[src/rtl/core/triangle_unit_normal_assert.svh]
// assertion macros shared by the triangle normal rtl
`ifndef TRIANGLE_UNIT_NORMAL_ASSERT_SVH
`define TRIANGLE_UNIT_NORMAL_ASSERT_SVH

// same-cycle implication, clocked on clk_i, off while in reset
`define TUN_ASSERT_NOW(lbl, ante, cons, msg) \
  lbl: assert property (@(posedge clk_i) disable iff (!rst_ni) (ante) |-> (cons)) \
    else $error(msg);

// next-cycle implication
`define TUN_ASSERT_NEXT(lbl, ante, cons, msg) \
  lbl: assert property (@(posedge clk_i) disable iff (!rst_ni) (ante) |=> (cons)) \
    else $error(msg);

`endif

[src/rtl/core/tun_fifo.sv]
// small flip-flop queue between the vertex front end and the math back end
module tun_fifo #(
  parameter int WIDTH = 8,
  parameter int DEPTH = 4
) (
  input  logic             clk_i,
  input  logic             rst_ni,
  input  logic             push_i,
  input  logic [WIDTH-1:0] data_i,
  input  logic             pop_i,
  output logic             valid_o,
  output logic [WIDTH-1:0] data_o,
  output logic             full_o,
  output logic             afull_o
);

  localparam int PtrW = $clog2(DEPTH);
  localparam int CntW = $clog2(DEPTH + 1);

  logic [WIDTH-1:0] mem_q [DEPTH];
  logic [PtrW-1:0]  wr_ptr_q, rd_ptr_q;
  logic [CntW-1:0]  cnt_q, cnt_d;
  logic             pop;

  assign pop     = pop_i && (cnt_q != '0);
  assign valid_o = (cnt_q != '0);
  assign data_o  = mem_q[rd_ptr_q];
  assign full_o  = (cnt_q == CntW'(DEPTH));
  assign afull_o = (cnt_q >= CntW'(DEPTH - 1));

  always_comb begin
    cnt_d = cnt_q;
    if (push_i && !pop) begin
      cnt_d = cnt_q + CntW'(1);
    end else if (pop && !push_i) begin
      cnt_d = cnt_q - CntW'(1);
    end
  end

  always_ff @(posedge clk_i or negedge rst_ni) begin
    if (!rst_ni) begin
      wr_ptr_q <= '0;
      rd_ptr_q <= '0;
      cnt_q    <= '0;
    end else begin
      cnt_q <= cnt_d;
      if (push_i) begin
        wr_ptr_q <= wr_ptr_q + PtrW'(1);
      end
      if (pop) begin
        rd_ptr_q <= rd_ptr_q + PtrW'(1);
      end
    end
  end

  always_ff @(posedge clk_i) begin
    if (push_i) begin
      mem_q[wr_ptr_q] <= data_i;
    end
  end

endmodule

[config.mk]
export PLATFORM = sky130hd
export DESIGN_NAME = tun_fifo
export DESIGN_NICKNAME = d
export VERILOG_FILES = /design/src/rtl/core/triangle_unit_normal_assert.svh /design/src/rtl/core/tun_fifo.sv
export SDC_FILE = /design/constraint.sdc
export NUM_CORES = 1
export LEC_CHECK = 0
export ABC_CLOCK_PERIOD_IN_PS = 2820
export BUFFER_PORTS_ARGS = -buffer_cell sky130_fd_sc_hd__buf_2
export CAP_MARGIN = 20
export CELL_PAD_IN_SITES_DETAIL_PLACEMENT = 2
export CELL_PAD_IN_SITES_GLOBAL_PLACEMENT = 2
export CORE_MARGIN = 4
export CORE_UTILIZATION = 41
export CTS_CLUSTER_SIZE = 40
export DETAILED_ROUTE_END_ITERATION = 8
export PLACE_DENSITY = 0.77
export SKIP_CTS_REPAIR_TIMING = 1
export SYNTH_ARGS = -nofsm -noshare
export SYNTH_HDL_FRONTEND = slang
export SYNTH_SLANG_ARGS = --single-unit
[constraint.sdc]
create_clock -name clk_i -period 2.82 [get_ports clk_i]
set_input_delay 0.282 -clock clk_i [delete_from_list [all_inputs] [get_ports clk_i]]
set_output_delay 0.282 -clock clk_i [all_outputs]
set_load 0.03 [all_outputs]
==> results.json <==
{
  "nets": 123,
  "yosysWarnings": 0,
  "fp.dieW_um": 70.0,
  "num_vias": 770,
  "vdd_drop_max_mv": 0.427,
  "hold_viol_final": 0,
  "n_antenna_cell": 0,
  "drtIter0Drc": 40,
  "totalWireLength_um": 2780,
  "dp_hpwl_um": 2070,
  "fillers": 358,
  "insertion_delay_ns": 0.28,
  "yosysTopAreaCellShare_pct": 61.0,
  "critPathBufInv": 1,
  "max_freq_mhz": 470,
  "p_leak_nw": 0.684,
  "drv_cap": 0,
  "maxSlewHeadroom_pct": 58.6,
  "clockBufferDepth": 2,
  "worst_ep_required_time_ns": 3.01,
  "numCtsBuffers": 5,
  "antenna_found_initial": 0,
  "slowest_delay_ns": 0.46,
  "timing_worst_setup_path_type": "flip-flop to flip-flop",
  "yosysSeqAreaShare_pct": 72.1,
  "path_depth": 8,
  "synth_cells": 77,
  "grt-ovfl-total": 0,
  "grt_pass1_vias": 890,
  "grt_pass1_wl_um": 4460,
  "drv_slew": 0,
  "synth-seq-cells": 39,
  "tightest_slew_ns": 0.621,
  "rsz0062_at_grt": "no",
  "worstPathArrival_ns": 2.32,
  "rows": 22,
  "synth.avg_cell_area_um2": 20.5,
  "pin_count": 23,
  "fp.dieArea_um2": 4900,
  "clock-sinks": 39,
  "viasPerCell": 5.00,
  "skew_ns": 0.00761,
  "wl_per_cell_um": 18.0,
  "run_status": "completed",
  "cp_max_fo": 5,
  "die_h_um": 70.0,
  "setup_viol": 0,
  "cts_root_buf": "clkbuf_8",
  "drc": 0,
  "coreArea_um2": 3690,
  "drt_pass1_iterations": 4,
  "clk_pin_slew_ns": 0.08,
  "ant_nets": 0,
  "synth_top_area_cell": "edfxtp_1",
  "period_share_pct": 75.4,
  "critPathSlowestCell": "dfrtp_1",
  "gp_congestion": 0.708,
  "timing.setup.tns_ns": 0,
  "final_cell_mix": "edfxtp_1, buf_2, mux4_2, dfrtp_1, clkbuf_8",
  "grt_max_degree": 13,
  "worst_setup_path_start_kind": "flip-flop",
  "syn_nets": 95,
  "initial_utilization_pct": 42.7,
  "critPathMostFrequentCell": "xor2_1",
  "drive_gt1_share_pct": 39.6,
  "area_growth_pct": 16.2,
  "final_common_cell": "edfxtp_1",
  "cts_tree": "done",
  "syn-cell-area_um2": 1580,
  "synthDistinctLibCells": 20,
  "grt_usage_pct": 12.2,
  "io_buffers": 22,
  "min_path_cells": 1,
  "worst_r2r_path_depth": 8,
  "path_cells": "or3_4 > nand2_4 > ha_1 > inv_1 > fa_1 > xor2_1 > nor2_1 > xor2_1",
  "min_period_ns": 2.13,
  "critPathTopFamily": "simple AND/OR/NAND/NOR gates",
  "hold_slack_ns": 0.215,
  "power_density_nw_per_um2": 1080,
  "yosys-top-cells-area": "edfxtp_1, mux4_2, dfrtp_1, ha_1, xnor2_1",
  "cts-htree-levels": 2,
  "hp-class": "primary input to flip-flop",
  "endpoint_kind": "flip-flop"
}
==> final timing paths <==
check                           slack, ns         from          end
worst max register to register       0.69     cnt_q[0]     cnt_q[2]
min in group asynchronous            0.38       rst_ni     cnt_q[2]
max in group asynchronous            2.28       rst_ni  rd_ptr_q[1]
worst min register to register       0.53  wr_ptr_q[0]  wr_ptr_q[0]
worst min-delay path                 0.21    data_i[6]  mem_q[0][6]
worst max-delay path                 0.69     cnt_q[0]     cnt_q[2]
==> power breakdown <==
part / internal, W / total [W] / switching (W) / leakage (nW)
clock network: 0.000197 / 0.000370 / 0.000172 / 0.0482
logic: 0.000293 / 0.000690 / 0.000396 / 0.259
registers: 0.000774 / 0.000916 / 0.000142 / 0.376
==> final cells by class <==
class	count	area, um^2	share of cell area (%)
clock buffer	7	86.3	4.71
clock inverter	1	5.00	0.273
inverter	3	11.3	0.615
multi-input combinational	33	413	22.5
sequential	39	1140	62.0
tap	48	60.1	3.28
timing repair buffer	23	120	6.56
==> through the flow <==
step | instance area, um^2 | total power [W] | setup WS [ns] | utilization (%) | std cells
finish | 1830 | 0.00197 | 0.693 | 49.7 | 154
global route | 1830 | 0.00210 | 0.572 | 49.7 | 154
CTS | 1820 | 0.00201 | 0.676 | 49.4 | 153
detailed placement | 1730 | 0.00164 | 0.679 | 46.9 | 145
global placement | 1730 | 0.00160 | 0.814 | 46.9 | 145
floorplan | 1580 | 0.00144 | 0.785 | - | 77
==> worst register-to-register path, cell delays in order, from the launching register on <==
cell	delay, ns
dfrtp_1	0.46
or3_4	0.45
nand2_4	0.09
ha_1	0.18
inv_1	0.06
fa_1	0.38
xor2_1	0.15
nor2_1	0.11
xor2_1	0.17
==> Yosys cell counts (all sizes together) <==
library cell   n
mux2           1
and2           4
dfrtp          7
or3            1
inv            3
nor2           1
ha             5
xor2           3
nand2          2
xnor2          3
mux4           8
edfxtp        32
nand3          1
fa             1
nor3b          1
clkbuf         1
a21o           1
o21ai          1
buf            1
==> kinds of logic (layout without fill, tap and decap cells) <==
kind of cell	after synthesis	in the layout	synth area share [%]
adder cells (fa/ha/maj)	6	6	5.24
XOR/XNOR	6	6	3.33
AND/OR/NAND/NOR	10	10	4.60
multiplexers	9	9	12.1
flip-flops	39	39	72.1
buffers and inverters	5	34	1.75
AO/OA/AOI/OAI	2	2	0.873
==> state kept, by name, summed over array words and instances, names as in the netlist <==
name,count
cnt_q,3
wr_ptr_q,2
rd_ptr_q,2
mem_q,32
==> metal layers <==
metal,vias to the layer above,GRT usage [%],routed length (um)
li1,348,-,-
met1,406,14.2,1150
met2,14,21.0,1510
met3,2,4.03,96
met4,0,4.26,22
met5,-,0,0
Note: power is estimated with default switching activity, not from simulation.
